===== config.mk =====
export PLATFORM = sky130hd
export DESIGN_NAME = sensor_input_conditioner
export DESIGN_NICKNAME = d
export VERILOG_FILES = /design/src/hw/rtl/sic_pkg.sv /design/src/hw/rtl/sensor_input_conditioner.sv
export VERILOG_INCLUDE_DIRS = /design/src /design/src/hw/rtl
export SDC_FILE = /design/constraint.sdc
export NUM_CORES = 2
export LEC_CHECK = 0
export ABC_AREA = 1
export BUFFER_PORTS_ARGS = -buffer_cell sky130_fd_sc_hd__buf_2
export CAP_MARGIN = 10
export CELL_PAD_IN_SITES_DETAIL_PLACEMENT = 1
export CELL_PAD_IN_SITES_GLOBAL_PLACEMENT = 1
export CORE_ASPECT_RATIO = 0.7
export CORE_MARGIN = 4
export CORE_UTILIZATION = 45
export CTS_BUF_LIST = sky130_fd_sc_hd__clkbuf_8
export DETAILED_ROUTE_END_ITERATION = 6
export PLACE_DENSITY = 0.77
export REMOVE_ABC_BUFFERS = 1
export SLEW_MARGIN = 40
export SYNTH_ARGS = -nofsm -noshare
export SYNTH_HDL_FRONTEND = slang
export SYNTH_SLANG_ARGS = --single-unit

===== constraint.sdc =====
create_clock -name clk -period 15.65 [get_ports clk]
set_input_delay 3.13 -clock clk [delete_from_list [all_inputs] [get_ports clk]]
set_output_delay 3.13 -clock clk [all_outputs]
set_load 0.005 [all_outputs]

===== src/hw/rtl/sensor_input_conditioner_defines.svh =====
`ifndef SENSOR_INPUT_CONDITIONER_DEFINES_SVH
`define SENSOR_INPUT_CONDITIONER_DEFINES_SVH

// The consequent must hold in the same cycle as the antecedent.
`define SIC_ASSERT_SAME(label, ante, cons, msg) \
  label: assert property (@(posedge clk) disable iff (rst) (ante) |-> (cons)) \
    else $error(msg);

// The consequent must hold in the cycle after the antecedent.
`define SIC_ASSERT_NEXT(label, ante, cons, msg) \
  label: assert property (@(posedge clk) disable iff (rst) (ante) |=> (cons)) \
    else $error(msg);

`endif


===== src/hw/rtl/sic_pkg.sv =====
package sic_pkg;

  typedef enum logic [2:0] {
    ST_IDLE,
    ST_EVAL,
    ST_ADC,
    ST_MUL,
    ST_DIV,
    ST_ASGN,
    ST_FIX,
    ST_DONE
  } sic_state_t;

  localparam logic [2:0] MODE_DIN     = 3'd0;
  localparam logic [2:0] MODE_COUNTER = 3'd1;
  localparam logic [2:0] MODE_TIMER   = 3'd2;
  localparam logic [2:0] MODE_RATE    = 3'd3;
  localparam logic [2:0] MODE_ADC     = 3'd4;

  localparam logic [2:0] REG_MODE     = 3'd0;
  localparam logic [2:0] REG_OFFSET   = 3'd1;
  localparam logic [2:0] REG_FACTOR   = 3'd2;
  localparam logic [2:0] REG_DEBOUNCE = 3'd3;
  localparam logic [2:0] REG_INTERVAL = 3'd4;

  localparam logic signed [31:0] FACTOR_RESET   = 32'sd65536;
  localparam logic [15:0]        DEBOUNCE_RESET = 16'd15;
  localparam logic [15:0]        INTERVAL_RESET = 16'd500;

  localparam logic signed [47:0] VAL_MAX     = 48'sh7FFF_FFFF_FFFF;
  localparam logic signed [47:0] VAL_MIN     = 48'sh8000_0000_0000;
  localparam logic signed [47:0] DIGITAL_ONE = 48'sd65536;
  localparam logic [31:0]        MS_PER_S    = 32'd1000;

  localparam int DIV_STEPS = 64;

endpackage


===== src/hw/rtl/sensor_input_conditioner.sv =====
// Conditions one sensor input per poll item and returns one result item per poll. Digital-in,
// counter, unused modes, ADC polls that take no sample and rate edges with a zero interval go
// from EVAL straight to DONE, where the result register loads; an ADC sample that leaves the
// reading in place passes EVAL and ADC, an ADC update passes EVAL, ADC, MUL and ASGN through
// the shared 32x32 multiplier, and a timer or rate edge passes EVAL, MUL, the 64-step restoring
// divider DIV that follows the multiplier, and FIX. A finished item waits while the previous
// result is still pending; the next poll is taken in the cycle after the result register loads.
`include "sensor_input_conditioner_defines.svh"

module sensor_input_conditioner
  import sic_pkg::*;
(
  input  logic               clk,
  input  logic               rst,
  input  logic               psel,
  input  logic               penable,
  input  logic               pwrite,
  input  logic [4:0]         paddr,
  input  logic [31:0]        pwdata,
  output logic [31:0]        prdata,
  output logic               pready,
  input  logic               poll_valid,
  output logic               poll_ready,
  input  logic [31:0]        now_ms,
  input  logic               pin_level,
  input  logic [11:0]        adc_mv,
  output logic               result_valid,
  input  logic               result_ready,
  output logic signed [47:0] sensor_value,
  output logic               changed,
  output logic [11:0]        filtered_mv
);

  logic [2:0]         mode;
  logic signed [12:0] adc_offset;
  logic signed [31:0] scale_factor;
  logic [15:0]        debounce_ms;
  logic [15:0]        adc_interval_ms;

  logic [31:0] now_q;
  logic        pin_q;
  logic [11:0] adc_q;

  logic signed [47:0] held_value;
  logic               raw_level;
  logic [12:0]        stable_level;
  logic [31:0]        change_time;
  logic [31:0]        last_edge_time;
  logic [21:0]        filter_sum;
  logic [12:0]        filter_avg;
  logic [31:0]        last_sample_time;
  logic               not_sampled;

  logic [63:0] acc;
  logic [31:0] rem;
  logic [31:0] divisor;
  logic [31:0] mul_b;
  logic [5:0]  div_cnt;
  logic        neg;
  logic        chg;

  sic_state_t state, state_next;
  logic       out_load;

  assign pready = 1'b1;

  always_ff @(posedge clk) begin
    if (rst) begin
      mode            <= MODE_DIN;
      adc_offset      <= '0;
      scale_factor    <= FACTOR_RESET;
      debounce_ms     <= DEBOUNCE_RESET;
      adc_interval_ms <= INTERVAL_RESET;
    end else if (psel && penable && pwrite) begin
      unique case (paddr[4:2])
        REG_MODE:     mode            <= pwdata[2:0];
        REG_OFFSET:   adc_offset      <= pwdata[12:0];
        REG_FACTOR:   scale_factor    <= pwdata;
        REG_DEBOUNCE: debounce_ms     <= pwdata[15:0];
        REG_INTERVAL: adc_interval_ms <= pwdata[15:0];
        default: ;
      endcase
    end
  end

  always_comb begin
    unique case (paddr[4:2])
      REG_MODE:     prdata = {29'd0, mode};
      REG_OFFSET:   prdata = {{19{adc_offset[12]}}, adc_offset};
      REG_FACTOR:   prdata = scale_factor;
      REG_DEBOUNCE: prdata = {16'd0, debounce_ms};
      REG_INTERVAL: prdata = {16'd0, adc_interval_ms};
      default:      prdata = '0;
    endcase
  end

  logic [31:0] fac_mag;
  logic        sample_fire;
  logic [30:0] sum_x511;
  logic [21:0] sum_new;
  logic [31:0] ct_new;
  logic        level_ok;
  logic [31:0] interval;
  logic [48:0] cnt_sum;
  logic [47:0] cnt_sat;
  logic [13:0] stable_p1;
  logic [13:0] avg_p1;
  logic        adc_move;
  logic [14:0] diff;
  logic [14:0] diff_mag;
  logic [32:0] rem_shift;
  logic        sub_ok;
  logic [47:0] fix_val;

  always_comb begin
    fac_mag     = scale_factor[31] ? (~scale_factor + 32'd1) : scale_factor;
    sample_fire = not_sampled || ((now_q - last_sample_time) >= {16'd0, adc_interval_ms});
    sum_x511    = {filter_sum, 9'd0} - {9'd0, filter_sum};
    sum_new     = sum_x511[30:9] + {10'd0, adc_q};
    ct_new      = (raw_level != pin_q) ? now_q : change_time;
    level_ok    = ((now_q - ct_new) >= {16'd0, debounce_ms})
                  && ({12'd0, pin_q} != stable_level);
    interval    = ct_new - last_edge_time;
    cnt_sum     = {held_value[47], held_value} + {{17{scale_factor[31]}}, scale_factor};
    if (cnt_sum[48] != cnt_sum[47]) begin
      cnt_sat = cnt_sum[48] ? VAL_MIN : VAL_MAX;
    end else begin
      cnt_sat = cnt_sum[47:0];
    end
    stable_p1 = {1'b0, stable_level} + 14'd1;
    avg_p1    = {1'b0, filter_avg} + 14'd1;
    adc_move  = (stable_p1 < {1'b0, filter_avg}) || ({1'b0, stable_level} > avg_p1);
    diff      = {2'b00, filter_avg} - {{2{adc_offset[12]}}, adc_offset};
    diff_mag  = diff[14] ? (~diff + 15'd1) : diff;
    rem_shift = {rem, acc[63]};
    sub_ok    = rem_shift >= {1'b0, divisor};
    if (neg) begin
      fix_val = (acc > 64'h0000_8000_0000_0000) ? VAL_MIN : (~acc[47:0] + 48'd1);
    end else begin
      fix_val = (acc > 64'h0000_7FFF_FFFF_FFFF) ? VAL_MAX : acc[47:0];
    end
  end

  always_comb begin
    state_next = state;
    unique case (state)
      ST_IDLE: if (poll_valid) state_next = ST_EVAL;
      ST_EVAL: begin
        if (mode == MODE_ADC) begin
          state_next = sample_fire ? ST_ADC : ST_DONE;
        end else if (!mode[2] && level_ok && !pin_q
                     && (mode == MODE_TIMER || (mode == MODE_RATE && interval != 32'd0))) begin
          state_next = ST_MUL;
        end else begin
          state_next = ST_DONE;
        end
      end
      ST_ADC:  state_next = adc_move ? ST_MUL : ST_DONE;
      ST_MUL:  state_next = (mode == MODE_ADC) ? ST_ASGN : ST_DIV;
      ST_DIV:  if (div_cnt == 6'(DIV_STEPS - 1)) state_next = ST_FIX;
      ST_ASGN: state_next = ST_DONE;
      ST_FIX:  state_next = ST_DONE;
      ST_DONE: if (out_load) state_next = ST_IDLE;
      default: state_next = ST_IDLE;
    endcase
  end

  always_comb begin
    poll_ready = (state == ST_IDLE);
    out_load   = (state == ST_DONE) && (!result_valid || result_ready);
  end

  always_ff @(posedge clk) begin
    if (rst) begin
      state            <= ST_IDLE;
      result_valid     <= 1'b0;
      held_value       <= '0;
      raw_level        <= 1'b1;
      stable_level     <= '0;
      change_time      <= '0;
      last_edge_time   <= '0;
      filter_sum       <= '0;
      filter_avg       <= '0;
      last_sample_time <= '0;
      not_sampled      <= 1'b1;
    end else begin
      state <= state_next;
      if (out_load) begin
        result_valid <= 1'b1;
      end else if (result_ready) begin
        result_valid <= 1'b0;
      end
      unique case (state)
        ST_IDLE: begin
          if (poll_valid) begin
            now_q <= now_ms;
            pin_q <= pin_level;
            adc_q <= adc_mv;
            chg   <= 1'b0;
          end
        end
        ST_EVAL: begin
          if (sample_fire) begin
            last_sample_time <= now_q;
            not_sampled      <= 1'b0;
            if (mode == MODE_ADC) begin
              if (filter_avg == 13'd0) begin
                filter_avg <= {1'b0, adc_q};
                filter_sum <= {1'b0, adc_q, 9'd0};
              end else begin
                filter_sum <= sum_new;
                filter_avg <= sum_new[21:9];
              end
            end
          end
          if (!mode[2]) begin
            raw_level   <= pin_q;
            change_time <= ct_new;
            if (level_ok) begin
              stable_level <= {12'd0, pin_q};
              if (mode == MODE_DIN) begin
                held_value <= pin_q ? DIGITAL_ONE : '0;
                chg        <= (pin_q ? DIGITAL_ONE : 48'sd0) != held_value;
              end else if (!pin_q) begin
                last_edge_time <= ct_new;
                neg            <= scale_factor[31];
                if (mode == MODE_COUNTER) begin
                  held_value <= cnt_sat;
                  chg        <= cnt_sat != held_value;
                end else if (mode == MODE_RATE) begin
                  if (interval == 32'd0) begin
                    held_value <= VAL_MAX;
                    chg        <= held_value != VAL_MAX;
                  end
                  mul_b   <= MS_PER_S;
                  divisor <= interval;
                end else begin
                  mul_b   <= interval;
                  divisor <= MS_PER_S;
                end
              end
            end
          end
        end
        ST_ADC: begin
          if (adc_move) begin
            stable_level <= filter_avg;
            mul_b        <= {17'd0, diff_mag};
            neg          <= diff[14] ^ scale_factor[31];
          end
        end
        ST_MUL: begin
          acc     <= fac_mag * mul_b;
          rem     <= '0;
          div_cnt <= '0;
        end
        ST_DIV: begin
          rem     <= sub_ok ? 32'(rem_shift - {1'b0, divisor}) : rem_shift[31:0];
          acc     <= {acc[62:0], sub_ok};
          div_cnt <= div_cnt + 6'd1;
        end
        ST_ASGN: begin
          held_value <= neg ? (~acc[47:0] + 48'd1) : acc[47:0];
          chg        <= 1'b1;
        end
        ST_FIX: begin
          held_value <= fix_val;
          chg        <= fix_val != held_value;
        end
        ST_DONE: begin
          if (out_load) begin
            sensor_value <= held_value;
            changed      <= chg;
            filtered_mv  <= filter_avg[11:0];
          end
        end
        default: ;
      endcase
    end
  end

  `SIC_ASSERT_SAME(a_filter_avg_tracks_sum, 1'b1, filter_avg == filter_sum[21:9],
                   "filter average out of step with filter sum")
  `SIC_ASSERT_SAME(a_div_rem_below_divisor, state == ST_DIV, rem < divisor,
                   "divider remainder not below divisor")
  `SIC_ASSERT_NEXT(a_pending_result_kept, (state == ST_DONE) && result_valid && !result_ready,
                   (state == ST_DONE) && result_valid,
                   "finished item left while previous result was pending")

endmodule

==> flow_metrics.tcl <==
set metrics [dict create \
    initial_utilization_pct 45.4 \
    rsz0062_at_grt "no" \
    start_kind "flip-flop" \
    grt_overflow_total 0 \
    fin_skew_ns 0.0751 \
    row_count 124 \
    finalMaxSlewViolations 0 \
    leakage_nw 38.8 \
    dieArea_sq_um 172000 \
    syn_area_sq_um 74200 \
    ant_nets 0 \
    ys_seq_elements 539 \
    cts_made_buffers 93 \
    layout_common_cells "nand2_1 (1906), inv_1 (1789), nor2_1 (1358), fa_1 (903), a21oi_1 (668)" \
    portBuffers 181 \
    firstDrtPassIters 5 \
    grt_pass1_vias 73960 \
    crit_arrival_ns 11.95 \
    cts_buffer_depth 3 \
    postCtsSetupRepairBufs 0 \
    routedWlPerCell_microns 24.6 \
    synth_ff_type "edfxtp_1" \
    finalCriticalPeriod_ns 11.40 \
    critical_path_class "reg2reg" \
    drc 0 \
    gp_congestion 0.974 \
    num_io_pins 185 \
    final_core_util_pct 48.5 \
    grt_pass1_wl_microns 459000 \
    first_iter_violations 6314 \
    fin_crit_sh_pct 72.9 \
    die_x_microns 493 \
    path_clk_slew_ns 0.07 \
    num_vias 70626 \
    maxCapViolations 0 \
    relSlewSlack_pct 37.5 \
    setup_violations 0 \
    max_freq_mhz 87.7 \
    antenna_found_initial 13 \
    track_usage_pct 35.0 \
    finalNetCount 11576 \
    die_h_microns 348 \
    synth_edf_count 274 \
    path_common_cell "fa_1" \
    yosysWarnings 0 \
    fin_tns_setup_ns 0 \
    num-fill-cells 20812 \
    tritoncts "yes" \
    grt_max_degree 207 \
    ir_worst_vdd_uv 90.0 \
    htreeDepth 3 \
    slowest_delay_ns 0.80 \
    core_area_sq_um 164000 \
    synth_cells 10021 \
    status "finished, final reports clean" \
    clkSinkCount 539 \
    cts.hold.buffers_added 0 \
    crit_path_top_delay_cell "inv_2" \
    cts_resized 0 \
    endpoint_kind "flip-flop" \
    dp_hpwl_microns 242000 \
    root_buffer "clkbuf_8" \
    hold_path.class "reg2reg" \
    cp_max_fo 35 \
    seq_area_frac_synth_pct 18.2 \
    final_common_cell "nand2_1" \
    power_density_nw_per_um2 125 \
    synth_cell_type_count 72 \
    finalWirelength_microns 304000 \
    clock_latency_ns 0.86 \
    viasPerCell 5.73 \
    synthArstFlopShare_pct 0 \
    layout-drive-gt1-share_pct 5.81 \
    cp.required_ns 16.20 \
    worstMarginPinSlew_ns 0.932 \
    hold_viol 0 \
    syn_avg_cell_area_sq_um 7.41 \
    syn_to_final_growth_pct 6.92 \
]
cell families (layout without fill, tap and decap cells):
logic type	after synthesis	after routing	share of synthesized area, %
adders and majority gates	1443	1443	33.5
other	1	4	0.00505
AOI/OAI and AO/OA	1515	1515	11.2
DFF	539	539	18.2
xor gates and xnor gates	282	282	3.35
and+or+nand+nor	4063	4063	22.6
buffers and inverters	2178	2278	11.2
flip-flops by register name (all words and copies together) (netlist names), 13 cells and up:
| name | flops |
|---|---|
| last_edge_time | 32 |
| mul_b | 32 |
| last_sample_time | 32 |
| now_q | 32 |
| scale_factor | 32 |
| stable_level | 13 |
| debounce_ms | 16 |
| acc | 64 |
| adc_interval_ms | 16 |
| filter_sum | 22 |
| held_value | 48 |
| rem | 32 |
| change_time | 32 |
| sensor_value | 48 |
| adc_offset | 13 |
| divisor | 32 |
synthesized netlist by cell type (7+ instances only):
master,number,share of area (%)
clkbuf_1,289,1.5
inv_2,15,0.076
nand4_1,116,0.98
xnor2_1,110,1.3
a211oi_1,21,0.21
nand2_2,8,0.067
o21ai_1,13,0.088
o21a_1,18,0.18
o211ai_1,29,0.29
xor2_1,170,2.0
edfxtp_1,274,11
nor4_1,53,0.45
a311oi_1,11,0.13
buf_2,43,0.29
nand3_1,361,2.4
o22ai_1,29,0.24
nand3b_1,39,0.39
o21bai_1,27,0.27
dfxtp_1,265,7.1
nor2_1,1366,6.9
fa_1,903,24
inv_1,1772,9.0
nand2_1,1913,9.7
a21o_1,24,0.24
buf_4,8,0.081
clkinv_1,26,0.13
a31oi_1,35,0.30
o221ai_1,7,0.083
a21oi_1,670,4.5
buf_1,19,0.096
nor2_2,15,0.13
o21ai_0,563,3.8
or2_2,55,0.46
ha_1,540,9.1
a221oi_1,11,0.13
a21boi_0,10,0.10
a221o_1,9,0.12
nor3_1,112,0.76
final cells by class:
cell class | instances | area [sq um] | share of cell area, %
Clock buffer | 101 | 1390 | 1.75
Antenna cell | 3 | 7.51 | 0.00946
Clock inverter | 71 | 480 | 0.606
Multi-Input combinational cell | 7304 | 52500 | 66.2
Inverter | 1814 | 6830 | 8.60
Tap cell | 2205 | 2760 | 3.48
Timing Repair Buffer | 292 | 1810 | 2.28
Sequential cell | 539 | 13500 | 17.1
per-layer routing:
layer / global-route usage (%) / wire (microns)
met3: 8.62 / 29600
met4: 10.7 / 10800
met2: 52.7 / 129000
met5: 0 / 74
met1: 49.7 / 134000
power by group:
part           internal, mW  switching [mW]  total, mW
Combinational          1.96            4.36       6.31
Sequential             1.83           0.367       2.20
Clock                 0.685           0.689       1.37
Total                  4.47            5.42       9.89
worst paths after layout:
check / startpoint / end / slack, ns / cells past startpoint
min: chg / changed / 0.43 / 0
max: scale_factor[0] / acc[61] / 4.25 / 44
max reg2reg: scale_factor[0] / acc[61] / 4.25 / 44
min reg2reg: chg / changed / 0.43 / 0
worst max-delay path: cells and delay by family, from the launching register on:
kind            cells  cell delay [ns]
compound gates      8             1.57
xor+xnor            1             0.17
fa+ha+maj           9             4.75
buf+inv            12             1.83
flops               1             0.31
simple gates       14             2.44
metrics by stage:
| step | setup WS, ns | cell area (sq um) | power, mW | std cells | hold slack [ns] |
|---|---|---|---|---|---|
| floorplan | 5.70 | 72700 | 6.06 | 9657 | 0.400 |
| global placement | 3.84 | 77300 | 8.14 | 12148 | 0.413 |
| detailed placement | 4.40 | 77400 | 8.37 | 12152 | 0.423 |
| CTS | 4.44 | 79300 | 9.78 | 12324 | 0.434 |
| global route | 3.68 | 79300 | 10.7 | 12328 | 0.436 |
| finish | 4.25 | 79300 | 9.89 | 12329 | 0.427 |
Power figures use the tool's default switching activity.
